[src/design/ksm_pkg.sv]
// Package for the key set membership table.
// Holds field widths, parameter defaults, the operation codes and the
// command and status structs that join the controller and the datapath.
package ksm_pkg;

	localparam int CAPACITY_DEF = 64;
	localparam int KEY_BITS_DEF = 20;
	localparam int KEY_W        = 20;
	localparam int KIND_W       = 2;

	typedef enum logic [KIND_W-1:0] {
		KIND_ADD    = 2'd0,
		KIND_REMOVE = 2'd1,
		KIND_TEST   = 2'd2
	} kind_t;

	typedef enum logic [1:0] {
		ST_IDLE,
		ST_SCAN,
		ST_DRAIN,
		ST_FINISH
	} state_t;

	typedef struct packed {
		logic start;
		logic scan;
		logic commit;
	} ksm_cmd_t;

	typedef struct packed {
		logic last;
		logic out_busy;
	} ksm_sts_t;

endpackage

[src/design/ksm_ctrl.sv]
// Controller state machine for the key set membership table.
// Depends on ksm_pkg; drives ksm_cmd_t to the datapath and reads ksm_sts_t.
module ksm_ctrl import ksm_pkg::*; (
	input  logic     clk,
	input  logic     arst_n,
	input  logic     in_valid,
	input  ksm_sts_t sts,
	output ksm_cmd_t cmd,
	output logic     idle
);

	state_t state_q;
	state_t state_nxt;

	always_ff @(posedge clk or negedge arst_n) begin
		if (!arst_n) begin
			state_q <= ST_IDLE;
		end else begin
			state_q <= state_nxt;
		end
	end

	always_comb begin
		state_nxt = state_q;
		case (state_q)
			ST_IDLE: begin
				if (in_valid) state_nxt = ST_SCAN;
			end
			ST_SCAN: begin
				if (sts.last) state_nxt = ST_DRAIN;
			end
			ST_DRAIN: begin
				state_nxt = ST_FINISH;
			end
			ST_FINISH: begin
				if (!sts.out_busy) state_nxt = ST_IDLE;
			end
			default: begin
				state_nxt = ST_IDLE;
			end
		endcase
	end

	always_comb begin
		cmd  = '0;
		idle = 1'b0;
		case (state_q)
			ST_IDLE: begin
				idle      = 1'b1;
				cmd.start = in_valid;
			end
			ST_SCAN: begin
				cmd.scan = 1'b1;
			end
			ST_DRAIN: begin
			end
			ST_FINISH: begin
				cmd.commit = !sts.out_busy;
			end
			default: begin
			end
		endcase
	end

endmodule

[src/design/ksm_dpath.sv]
// Datapath for the key set membership table: key memory, entry valid flags,
// scan counter, match and free-slot tracking, and the result register.
// Depends on ksm_pkg; commanded by ksm_ctrl.
module ksm_dpath import ksm_pkg::*; #(
	parameter int CAPACITY = CAPACITY_DEF,
	parameter int KEY_BITS = KEY_BITS_DEF
) (
	input  logic              clk,
	input  logic              arst_n,
	input  ksm_cmd_t          cmd,
	output ksm_sts_t          sts,
	input  logic [KIND_W-1:0] kind,
	input  logic [KEY_W-1:0]  key,
	input  logic              out_stall,
	output logic              out_valid,
	output logic              was_present,
	output logic              add_dropped
);

	localparam int IDX_W = $clog2(CAPACITY);

	logic [KEY_BITS-1:0] mem [CAPACITY];
	logic [CAPACITY-1:0] valid_q;

	logic [KIND_W-1:0]   kind_q;
	logic [KEY_BITS-1:0] key_q;
	logic [IDX_W-1:0]    idx_q;
	logic [IDX_W-1:0]    idx_s1;
	logic                val_s1;
	logic [KEY_BITS-1:0] rdata_s1;
	logic                live_s1;
	logic                hit_q;
	logic [IDX_W-1:0]    hit_idx_q;
	logic                free_q;
	logic [IDX_W-1:0]    free_idx_q;
	logic                out_valid_q;
	logic                was_present_q;
	logic                add_dropped_q;

	logic is_add;
	logic is_remove;
	logic wr_en;
	logic clr_en;

	assign is_add     = (kind_q == KIND_ADD);
	assign is_remove  = (kind_q == KIND_REMOVE);
	assign wr_en      = cmd.commit && is_add && !hit_q && free_q;
	assign clr_en     = cmd.commit && is_remove && hit_q;

	assign sts = '{
		last:     (idx_q == IDX_W'(CAPACITY - 1)),
		out_busy: (out_valid_q && out_stall)
	};

	always_ff @(posedge clk) begin
		if (cmd.scan) begin
			rdata_s1 <= mem[idx_q];
			live_s1  <= valid_q[idx_q];
		end
		if (wr_en) begin
			mem[free_idx_q] <= key_q;
		end
	end

	always_ff @(posedge clk) begin
		idx_s1 <= idx_q;
		if (cmd.start) begin
			kind_q <= kind;
			key_q  <= KEY_BITS'(key);
			idx_q  <= '0;
			hit_q  <= 1'b0;
			free_q <= 1'b0;
		end else begin
			if (cmd.scan) begin
				idx_q <= idx_q + 1'b1;
			end
			if (val_s1 && live_s1 && rdata_s1 == key_q && !hit_q) begin
				hit_q     <= 1'b1;
				hit_idx_q <= idx_s1;
			end
			if (val_s1 && !live_s1 && !free_q) begin
				free_q     <= 1'b1;
				free_idx_q <= idx_s1;
			end
		end
		if (cmd.commit) begin
			was_present_q <= hit_q;
			add_dropped_q <= is_add && !hit_q && !free_q;
		end
	end

	always_ff @(posedge clk or negedge arst_n) begin
		if (!arst_n) begin
			valid_q     <= '0;
			val_s1      <= 1'b0;
			out_valid_q <= 1'b0;
		end else begin
			val_s1 <= cmd.scan;
			if (wr_en) begin
				valid_q[free_idx_q] <= 1'b1;
			end
			if (clr_en) begin
				valid_q[hit_idx_q] <= 1'b0;
			end
			if (cmd.commit) begin
				out_valid_q <= 1'b1;
			end else if (!out_stall) begin
				out_valid_q <= 1'b0;
			end
		end
	end

	assign out_valid   = out_valid_q;
	assign was_present = was_present_q;
	assign add_dropped = add_dropped_q;

`ifndef SYNTHESIS
	a_commit_fills_out: assert property (@(posedge clk) disable iff (!arst_n)
		cmd.commit |=> out_valid_q)
		else $error("commit did not load the result register");

	a_commit_slot_free: assert property (@(posedge clk) disable iff (!arst_n)
		cmd.commit |-> !(out_valid_q && out_stall))
		else $error("commit overwrote a stalled result");

	a_drop_not_present: assert property (@(posedge clk) disable iff (!arst_n)
		out_valid_q |-> !(was_present_q && add_dropped_q))
		else $error("dropped add reported a present key");

	a_remove_clears: assert property (@(posedge clk) disable iff (!arst_n)
		clr_en |=> !valid_q[$past(hit_idx_q)])
		else $error("remove left the entry valid");

	a_add_sets: assert property (@(posedge clk) disable iff (!arst_n)
		wr_en |=> valid_q[$past(free_idx_q)])
		else $error("add did not mark the entry valid");
`endif

endmodule

[src/design/key_set_membership_table.sv]
// Channel  Handshake             Payload
// in       in_valid / in_stall    kind[1:0], key[19:0]
// out      out_valid / out_stall  was_present, add_dropped
//
// Each item passes through accept, one key memory read per entry, a compare of
// the last entry, and the commit. The single read port of the key memory,
// swept one entry per cycle, bounds how fast an item goes through.
// Reset clears the entry valid flags at once; the block is ready right after.
// A stalled result holds the commit; no new item is accepted until it is done.
// Top level of the key set membership table; depends on ksm_pkg, ksm_ctrl
// and ksm_dpath.
module key_set_membership_table import ksm_pkg::*; #(
	parameter int CAPACITY = CAPACITY_DEF,
	parameter int KEY_BITS = KEY_BITS_DEF
) (
	input  logic              clk,
	input  logic              arst_n,
	input  logic              in_valid,
	output logic              in_stall,
	input  logic [KIND_W-1:0] kind,
	input  logic [KEY_W-1:0]  key,
	output logic              out_valid,
	input  logic              out_stall,
	output logic              was_present,
	output logic              add_dropped
);

	ksm_cmd_t cmd;
	ksm_sts_t sts;
	logic     idle;

	assign in_stall = !idle;

	ksm_ctrl u_ctrl (
		.clk      (clk),
		.arst_n   (arst_n),
		.in_valid (in_valid),
		.sts      (sts),
		.cmd      (cmd),
		.idle     (idle)
	);

	ksm_dpath #(
		.CAPACITY (CAPACITY),
		.KEY_BITS (KEY_BITS)
	) u_dpath (
		.clk         (clk),
		.arst_n      (arst_n),
		.cmd         (cmd),
		.sts         (sts),
		.kind        (kind),
		.key         (key),
		.out_stall   (out_stall),
		.out_valid   (out_valid),
		.was_present (was_present),
		.add_dropped (add_dropped)
	);

endmodule
[config.mk]
export PLATFORM = sky130hd
export DESIGN_NAME = key_set_membership_table
export DESIGN_NICKNAME = d
export VERILOG_FILES = /design/src/design/ksm_pkg.sv /design/src/design/ksm_ctrl.sv /design/src/design/ksm_dpath.sv /design/src/design/key_set_membership_table.sv
export SDC_FILE = /design/constraint.sdc
export NUM_CORES = 1
export LEC_CHECK = 0
export BUFFER_PORTS_ARGS = -buffer_cell sky130_fd_sc_hd__buf_4
export CAP_MARGIN = 25
export CORE_MARGIN = 2
export CORE_UTILIZATION = 63
export CTS_CLUSTER_SIZE = 25
export DETAILED_ROUTE_END_ITERATION = 10
export GPL_TIMING_DRIVEN = 0
export PLACE_DENSITY_LB_ADDON = 0.3
export SLEW_MARGIN = 20
export SYNTH_ARGS = -nofsm -noshare
export SYNTH_HDL_FRONTEND = slang
export SYNTH_SLANG_ARGS = --single-unit
[constraint.sdc]
create_clock -name clk -period 4.67 [get_ports clk]
set_input_delay 0.467 -clock clk [delete_from_list [all_inputs] [get_ports clk]]
set_output_delay 0.467 -clock clk [all_outputs]
set_load 0.01 [all_outputs]
* Yosys cells after proc, flatten, opt, wreduce, memory -nomap -nowiden *
Memories as Yosys holds them, arrays and structs flattened. A register that Yosys moved wholly into a read port is not among the register bits.
Cells that the tools add are included.
W data, S select, Z words.

cells by class
  eq/ne operators = 10
  add/sub/neg operators = 1
  reduce and logical (&&, ||, !) cells = 25
  bitwise gates (word level) = 4
  order comparisons = 5
  multiplexer cells = 20

operator list
  cell                   number
  $mux W64               2
  $and A64 B64 Y64       1
  $not A64 Y64           1
  $or A64 B64 Y64        1
  $lt A6 B7 Y1 const B   3
  $eq A20 B20 Y1         1
  $logic_and A1 B1 Y1    15
  $demux W1 S6           2
  $ge A6 B1 Y1 const B   2
  $mux W1                11
  $pmux W2 S4            1
  $add A6 B1 Y6 const B  1
  $bmux W1 S6            1
  $eq A6 B6 Y1 const B   1
  $mux W2                3
  $ne A2 B2 Y1 const B   3
  $logic_not A1 Y1       5
  $eq A2 B1 Y1 const B   2
  $eq A2 B2 Y1 const B   2
  $logic_not A2 Y1       2
  $reduce_and A2 Y1      2
  $reduce_and A3 Y1      1
  $ne A2 B1 Y1 const B   1
  $not A1 Y1             1

storage, ports and cells
  RAM bits = 1280
  output and inout port bits = 4
  register bits after elaboration = 119
  input bits = 26
  memories = 1

memories
  name         words  bits a word  read ports  clocked after memory_dff  write ports  RTL line         source
  u_dpath.mem  64     20           1           1                         1            ksm_dpath.sv:22  logic [KEY_BITS-1:0] mem [CAPACITY];

* Logic depth before layout (Yosys ltp) *
Gate-level depths: netlist of the first run.

  word-level depth = 9
  gate-level depth with buffers = 9

* Cells and area by module *
A second synthesis of the first run with hierarchy kept.

unflattened totals
  cells, all modules = 2504
  area total of the unflattened synthesis = 54599.9 µm²

by module, submodules not included
  module                    area each (µm²)  cells each  instances  sequential area each (µm²)
  ksm_dpath                 54419.7          2486        1          42080.4
  ksm_ctrl                  176.4            17          1          50.0
  key_set_membership_table  3.8              1           1          0.0

* Least setup slack after synthesis of the first run *
OpenSTA, ideal clock, no wires.

  path kind = reg-to-reg
  start = reg u_ctrl.state_q[1]
  end = mem u_dpath.mem[16][0] in the netlist's numbering, enable pin
  arrival time = 2838 ps
  stages on the path, launching flop included = 6
  setup slack = 1407 ps
  data required time = 4245 ps
  path through = dfrtp_1 ha_1 a21boi_1 nand4b_1 clkbuf_1 nor3_1

RTL lines
  element                   RTL line         source
  start: declaration        ksm_ctrl.sv:12   state_t state_q;
  start signal: assignment  ksm_ctrl.sv:19   state_q <= state_nxt;
  end: declaration          ksm_dpath.sv:22

==> results of run 1 <==
## kinds of logic after synthesis
logic type / after synthesis
DFF: 1419
muxes: 456
AOI/OAI and AO/OA: 249
and+or+nand+nor: 196
buffers and inverters: 155
xor gates and xnor gates: 24
adders and majority gates: 6
## worst max-delay path by stage
stage	startpoint	to	slack (ps)
after floorplan	u_ctrl.state_q[1]$_DFFE_PN0P_	u_dpath.mem[16][0]$_DFFE_PP_	1410
after global placement	u_ctrl.state_q[1]$_DFFE_PN0P_	u_dpath.mem[19][15]$_DFFE_PP_	-970
after detailed placement	u_ctrl.state_q[1]$_DFFE_PN0P_	u_dpath.mem[17][15]$_DFFE_PP_	970
after CTS	u_ctrl.state_q[1]$_DFFE_PN0P_	u_dpath.mem[17][2]$_DFFE_PP_	800
after global routing	u_ctrl.state_q[1]$_DFFE_PN0P_	u_dpath.mem[17][3]$_DFFE_PP_	620
final	u_ctrl.state_q[1]$_DFFE_PN0P_	u_dpath.mem[17][3]$_DFFE_PP_	480
## power by group through the flow
stage | combinational (W) | clock [W] | sequential, W
after floorplan | 0.00479 | 0 | 0.0152
after global placement | 0.00702 | 0 | 0.0156
after detailed placement | 0.00801 | 0 | 0.0151
after CTS | 0.00815 | 0.0111 | 0.0149
after global routing | 0.00852 | 0.0116 | 0.0149
final | 0.00829 | 0.0111 | 0.0149
## layout make-up
class                      count  area (sq um)
timing repair buffer         256          2730
antenna                        2          5.00
clock inverter                69           738
sequential                  1419         42100
fill                        4527         22700
buffer                       148           757
multi-input combinational    931         12100
clock buffer                 180          3720
inverter                       7          26.3
tap                         1155          1450
## registers in the layout, summed over array words and instances (netlist names), 2 cells and up
register,cells
u_dpath.rdata_s1,20
u_dpath.key_q,20
u_ctrl.state_q,2
u_dpath.valid_q,64
u_dpath.mem,1280
u_dpath.kind_q,2
u_dpath.idx_s1,6
u_dpath.idx_q,6
u_dpath.free_idx_q,6
u_dpath.hit_idx_q,6
## through the flow
step	hold slack, ps	instances	power (W)	setup TNS [ps]	utilization (%)
after global placement	364	3689	0.0227	-446610	65.3
after CTS	258	4163	0.0341	0	73.7
final	206	4167	0.0343	0	73.7
after global routing	209	4165	0.0350	0	73.7
after floorplan	171	2505	0.0200	0	-
after detailed placement	369	3890	0.0231	0	68.2
## layout by cell type, fill, tap and decap left out, drive strengths merged, types with 5 or more instances in the layout
cell         count
a211oi           9
a21o            22
a221oi          33
a22o             9
a22oi           21
a2bb2oi         32
and3            24
buf            320
bufinv          11
clkbuf         240
clkinv          49
clkinvlp         5
dfrtp           68
dfxtp           14
dlygate4sd3     24
edfxtp        1337
ha               6
inv             11
mux2            55
mux2i          107
mux4           294
nand2           31
nand3            6
nand3b          12
nor2            17
nor3            70
nor4             5
o221ai          42
o22a            53
o311ai          21
xor2            21
## layer usage
metal / vias to the layer above / wire length (um) / GRT usage [%]
met2: 2209 / 73000 / 54.5
met5: - / 70 / 0
met1: 15200 / 52700 / 45.9
met3: 386 / 17200 / 9.25
met4: 4 / 7300 / 15.7
li1: 11500 / - / -
## worst register-to-register path, cell delays in order (launching register included)
cell      delay, ps
dfrtp_1         430
ha_1            260
a21boi_1        750
nand4b_1        610
clkbuf_1        510
nor3_2          660
buf_6           240
buf_4           200
buf_4           210
==> summary.md, run 1 <==
| Metric | Value |
|---|---|
| Outcome | `finished clean` |
| Floorplan row count | `108` |
| Syn_nets | `2,537` |
| Netlist cell types | `54` |
| CP Capture Type | `register` |
| DR vias | `29.3k` |
| Synth Area in XOR/XNOR | `0.384%` |
| I/O pins | `30` |
| DIE HEIGHT | `299 um` |
| R2R Path Start | `u_ctrl.state_q[1]$_DFFE_PN0P_` |
| Commonest cells post-synth | `edfxtp_1, mux4_2, mux2i_1` |
| Worst Path Arrival | `4630 ps` |
| Critical path buffers and inverters | `4` |
| Die area | `0.0892 sq mm` |
| Vias in the first global route | `29.4k` |
| Clock skew | `34.8 ps` |
| Root buffer cell | `clkbuf_16` |
| Post-synthesis adder-cell area fraction | `0.137%` |
| RSZ-0062 raised after global routing | `false` |
| Largest net degree at the start of global routing | `69` |
| CTS Buf Count | `141` |
| Area leader, netlist | `edfxtp_1` |
| Sequential share of power | `43.5%` |
| Max_slew headroom | `15.9%` |
| Switching power share of the total | `29.2%` |
| Post-CTS Hold Fix Bufs | `24` |
| Initial drt markers | `4,353` |
| CP cell instances | `ha_1 > a21boi_1 > nand4b_1 > clkbuf_1 > nor3_2 > buf_6 > buf_4 > buf_4` |
| Slowest stage cell on the critical path | `a21boi_1` |
| PwrDens | `538 mW/mm^2` |
| GRT Total Usage | `34.5%` |
| Port Buf Inserts | `29` |
| Synth Instances | `2,505` |
| CP max FO | `10` |
| Synth top area share | `73.4%` |
| Period utilisation layout | `89.6%` |
| Max H-tree Level | `4` |
| Avg WL per Cell | `36.1 um` |
| Post-synthesis cell area | `0.0547 sq mm` |
| Worst path max stage delay | `750 ps` |
| Synth Warn # | `0` |
| FMAX | `239 MHz` |
| Post-CTS setup buffer count | `0` |
| Most frequent cell after synthesis | `edfxtp_1` |
| Layout cells sized above 1 | `30.9%` |
| Share of power burned in the clock network | `32.3%` |
| Max Cap Violations | `0` |
| First-pass GRT wire length | `213,000 um` |
| Crit path top cell by count | `buf_4` |
| Initial Util | `63.3%` |
| Final hold vios | `0` |
| Vias per cell | `7.02` |
| Worst path depth | `8` |
| Clk sink count | `1,419` |
| Simple logic cell fraction of the synthesized area | `1.96%` |
| Post-route DRC | `0` |
| Internal power | `0.0243 W` |
| Final Cell Area | `0.0637 sq mm` |
| Switching Power | `0.0100 W` |
| Post-synthesis mux area share | `15.2%` |
| Hpwl dp | `101,000 um` |
| Routed WL | `150,000 um` |
| Nets@finish | `2,936` |
| Worst R2R Setup Slack | `480 ps` |
| Worst Slack Setup Final | `485 ps` |
| Setup crit start kind | `register` |
| Yosys reg bits | `1,419` |
| Worst EP required | `5110 ps` |
| Clk pin slew, worst setup/hold paths | `70 ps` |
| Worst-Margin Slew | `1260 ps` |
| Pins over their slew limit | `0` |
| CTS tree | `built` |
| Worst VDD drop | `0.569 mV` |
| Area after DPL | `0.0589 sq mm` |
| Main synth FF type | `edfxtp_1` |
| Die W | `299 um` |
| Synth top area cells | `edfxtp_1, mux4_2, dfrtp_1` |
| Worst reg2reg path endpoint | `u_dpath.mem[17][3]$_DFFE_PP_` |
| Min Tclk post-route | `4190 ps` |
| Layout area overhead | `16.4%` |
| Main combinational cell family by area after synthesis | `multiplexers` |
| Worst-Skew Late Latency | `760 ps` |
| Asr flop ratio synth | `4.79%` |
| Overflow after GRT | `0` |
| Seq/Total Area, Yosys | `77.0%` |
| Setup violators final | `0` |
| Post-synth EDFFs | `1,337` |
| Core area | `0.0863 sq mm` |
| CP top delay family | `simple AND/OR/NAND/NOR gates` |
| Critical path class | `reg -> reg` |
| Post-Syn Area per Cell | `21.8 sq um` |
| P_leak | `20.5 nW` |
| Post-synthesis compound-gate area fraction | `3.85%` |
| Place WS | `966 ps` |
| CTS Buffer Depth | `3` |
| Reg2reg path depth | `8` |
| Final ANT Viol Nets | `0` |
| HP Class | `in -> async` |
| Router iterations before antenna repair | `5` |
| Logic pwr share | `24.2%` |
| Gates resized, CTS repair | `0` |
| Antenna violations before repair | `6` |
| Placer congestion estimate | `1.02` |
Note: power is estimated with default switching activity, not from simulation.
==> inputs of run 2 (changes only) <==
==> constraint.sdc (replaced) <==
create_clock -name clk -period 4.67 [get_ports clk]
set_input_delay 0.7005 -clock clk [delete_from_list [all_inputs] [get_ports clk]]
set_output_delay 0.7005 -clock clk [all_outputs]
set_load 0.01 [all_outputs]
==> run 2 against run 1 <==
  * Sequential share of layout area increased by 0.28 points
  * Total power decreased by 0.22%
  * Register-to-register slack improved by 170 ps
  * Largest cell class unchanged
==> summary.md, run 2 (same netlist as run 1, synthesis figures left out) <==
| Metric | Value |
|---|---|
| Post-CTS setup buffer count | `0 (unchanged)` |
| Worst EP required | `5130 ps (was 5110 ps)` |
| Max_slew headroom | `19.4% (was 15.9%)` |
| Worst-Skew Late Latency | `770 ps (was 760 ps)` |
| Finished Core Util | `73.4% (was 73.7%)` |
| Critical path buffers and inverters | `4 (unchanged)` |
| Clk sink count | `1,419 (unchanged)` |
| Floorplan row count | `108 (unchanged)` |
| HP Class | `in -> async (unchanged)` |
| Post-CTS Hold Fix Bufs | `0 (was 24)` |
| Max H-tree Level | `4 (unchanged)` |
| Largest net degree at the start of global routing | `69 (unchanged)` |
| First-pass GRT wire length | `210,000 um (was 213,000 um)` |
| R2R Path Start | `u_ctrl.state_q[1]$_DFFE_PN0P_ (unchanged)` |
| Worst-Margin Slew | `1210 ps (was 1260 ps)` |
| Max reg flops | `1,280 (unchanged)` |
| Root buffer cell | `clkbuf_16 (unchanged)` |
| Initial Util | `63.3% (unchanged)` |
| GRT Total Usage | `34.0% (was 34.5%)` |
| Vias per cell | `7.02 (about the same)` |
| Router iterations before antenna repair | `5 (unchanged)` |
| Core area | `0.0863 sq mm (unchanged)` |
| Share of power burned in the clock network | `32.3% (about the same)` |
| Clk pin slew, worst setup/hold paths | `60 ps (was 70 ps)` |
| Reg2reg path depth | `8 (unchanged)` |
| Switching Power | `0.00994 W (was 0.0100 W)` |
| Outcome | `finished clean (unchanged)` |
| Worst reg2reg path endpoint | `u_dpath.mem[17][3]$_DFFE_PP_ (unchanged)` |
| Hpwl dp | `101,000 um (unchanged)` |
| RSZ-0062 raised after global routing | `false (unchanged)` |
| Placer congestion estimate | `1.02 (unchanged)` |
| Overflow after GRT | `0 (unchanged)` |
| Place WS | `780 ps (was 966 ps)` |
| Start point of the critical path | `u_ctrl.state_q[1]$_DFFE_PN0P_ (unchanged)` |
| Crit path top cell by count | `buf_4 (unchanged)` |
| Slowest stage cell on the critical path | `a21boi_1 (unchanged)` |
| Placed cells | `3,890 (unchanged)` |
| Gates resized, CTS repair | `0 (unchanged)` |
| Worst VDD drop | `0.556 mV (was 0.569 mV)` |
| Final ANT Viol Nets | `0 (unchanged)` |
| Worst Path Arrival | `4480 ps (was 4630 ps)` |
| Worst path max stage delay | `700 ps (was 750 ps)` |
| PwrDens | `539 mW/mm^2 (was 538 mW/mm^2)` |
| Commonest non-fill, non-tap cell in the layout | `edfxtp_1 (unchanged)` |
| Antenna violations before repair | `5 (was 6)` |
| # fillers | `4,572 (was 4,527)` |
| Period utilisation layout | `86.0% (was 89.6%)` |
| Min Tclk post-route | `4020 ps (was 4190 ps)` |
| Critical path class | `reg -> reg (unchanged)` |
| Worst R2R Setup Slack | `650 ps (was 480 ps)` |
| Regs by FF count | `u_dpath.mem: 1280 flops, u_dpath.valid_q: 64 flops (unchanged)` |
| Max Cap Violations | `0 (unchanged)` |
| Final setup TNS | `0 ps (unchanged)` |
| Final cell count without fillers | `4,141 (was 4,167)` |
| Setup crit start kind | `register (unchanged)` |
| Clock skew | `32.3 ps (was 34.8 ps)` |
| Die area | `0.0892 sq mm (unchanged)` |
| Nets@finish | `2,911 (was 2,936)` |
| DR vias | `29.1k (was 29.3k)` |
| Post-route DRC | `0 (unchanged)` |
| Port Buf Inserts | `29 (unchanged)` |
| DIE HEIGHT | `299 um (unchanged)` |
| I/O pins | `30 (unchanged)` |
| CTS tree | `built (unchanged)` |
| Setup violators final | `0 (unchanged)` |
| Crit path capture | `u_dpath.mem[17][3]$_DFFE_PP_ (unchanged)` |
| Routed WL | `148,000 um (was 150,000 um)` |
| CP cell instances | `ha_1 > a21boi_1 > nand4b_1 > clkbuf_1 > nor3_2 > buf_6 > buf_4 > buf_4 (unchanged)` |
| Sequential share of power | `43.6% (was 43.5%)` |
| CP Capture Type | `register (unchanged)` |
| Initial drt markers | `4,145 (was 4,353)` |
| Layout cells sized above 1 | `31.2% (was 30.9%)` |
| Pins over their slew limit | `0 (unchanged)` |
| P_leak | `20.4 nW (was 20.5 nW)` |
| CP top delay family | `simple AND/OR/NAND/NOR gates (unchanged)` |
| Internal power | `0.0242 W (was 0.0243 W)` |
| CTS Buf Count | `141 (unchanged)` |
| Avg WL per Cell | `35.7 um (was 36.1 um)` |
| Vias in the first global route | `29.2k (was 29.4k)` |
| Largest Register | `u_dpath.mem (unchanged)` |
| Die W | `299 um (unchanged)` |
| Logic pwr share | `24.1% (was 24.2%)` |
| Commonest cells after routing, fill and taps aside | `edfxtp_1, mux4_2, buf_4 (unchanged)` |
| Worst path depth | `8 (unchanged)` |
| CP max FO | `10 (unchanged)` |
| Worst Slack Setup Final | `653 ps (was 485 ps)` |
| Final hold vios | `0 (unchanged)` |
| FMAX | `249 MHz (was 239 MHz)` |
| Switching power share of the total | `29.1% (was 29.2%)` |
| CTS Buffer Depth | `3 (unchanged)` |
| Layout area overhead | `15.9% (was 16.4%)` |
run 2: cell types whose count changed in the layout (fill, tap and decap cells not counted), sizes merged:
| cell | delta |
|---|---|
| diode | -1 |
| buf | -1 |
| dlygate4sd3 | -24 |
run 2: power by group through the flow:
stage	logic [W]	clock network (W)	registers (W)
finish	0.00825	0.0110	0.0149
global route	0.00848	0.0115	0.0149
CTS	0.00813	0.0111	0.0149
detailed placement	0.00801	0	0.0151
global placement	0.00702	0	0.0156
floorplan	0.00479	0	0.0152
run 2: worst reg2reg max path, stage by stage, from the launching register on:
cell and delay (ps):
dfrtp_1 420, ha_1 250, a21boi_1 700, nand4b_1 570
clkbuf_1 510, nor3_2 620, buf_6 230, buf_4 200
buf_4 210
run 2: final cells by class:
class | count | area, sq um | share of cell area, %
flip-flops and latches | 1419 | 42100 | 66.5
multi-input cells | 931 | 12100 | 19.1
clock buffers | 180 | 3720 | 5.86
repair buffers | 231 | 2460 | 3.88
well taps | 1155 | 1450 | 2.28
plain buffers | 148 | 757 | 1.19
clock inverters | 69 | 738 | 1.16
inverters | 7 | 26.3 | 0.0414
diodes | 1 | 2.50 | 0.00395
run 2: how the worst min path moves through the flow:
stage	from	end	slack, ps	depth (start not counted)
finish	arst_n	u_dpath.val_s1$_DFF_PN0_	60	1
global route	key[7]	u_dpath.key_q[7]$_DFFE_PP_	100	1
CTS	arst_n	u_dpath.out_valid$_DFFE_PN0P_	90	1
detailed placement	u_dpath.idx_q[4]$_SDFFE_PP0P_	u_dpath.idx_s1[4]$_DFF_P_	370	0
global placement	u_dpath.idx_q[4]$_SDFFE_PP0P_	u_dpath.idx_s1[4]$_DFF_P_	360	0
floorplan	u_dpath.idx_q[4]$_SDFFE_PP0P_	u_dpath.idx_s1[4]$_DFF_P_	340	0
run 2: stage by stage:
step / area, sq um / hold WS (ps) / power, W
floorplan: 54700 / 343 / 0.0200
CTS: 63400 / 85.7 / 0.0341
detailed placement: 58900 / 369 / 0.0231
global route: 63400 / 102 / 0.0349
global placement: 56400 / 364 / 0.0227
finish: 63400 / 56.8 / 0.0342
run 2: layer usage:
layer | GRT usage (%) | up-vias | part of all wire (%)
met1 | 45.5 | 15100 | 36
met4 | 15.6 | 4 | 4.9
li1 | - | 11400 | -
met2 | 53.1 | 2139 | 48
met3 | 9.25 | 378 | 11
met5 | 0 | - | 0.054
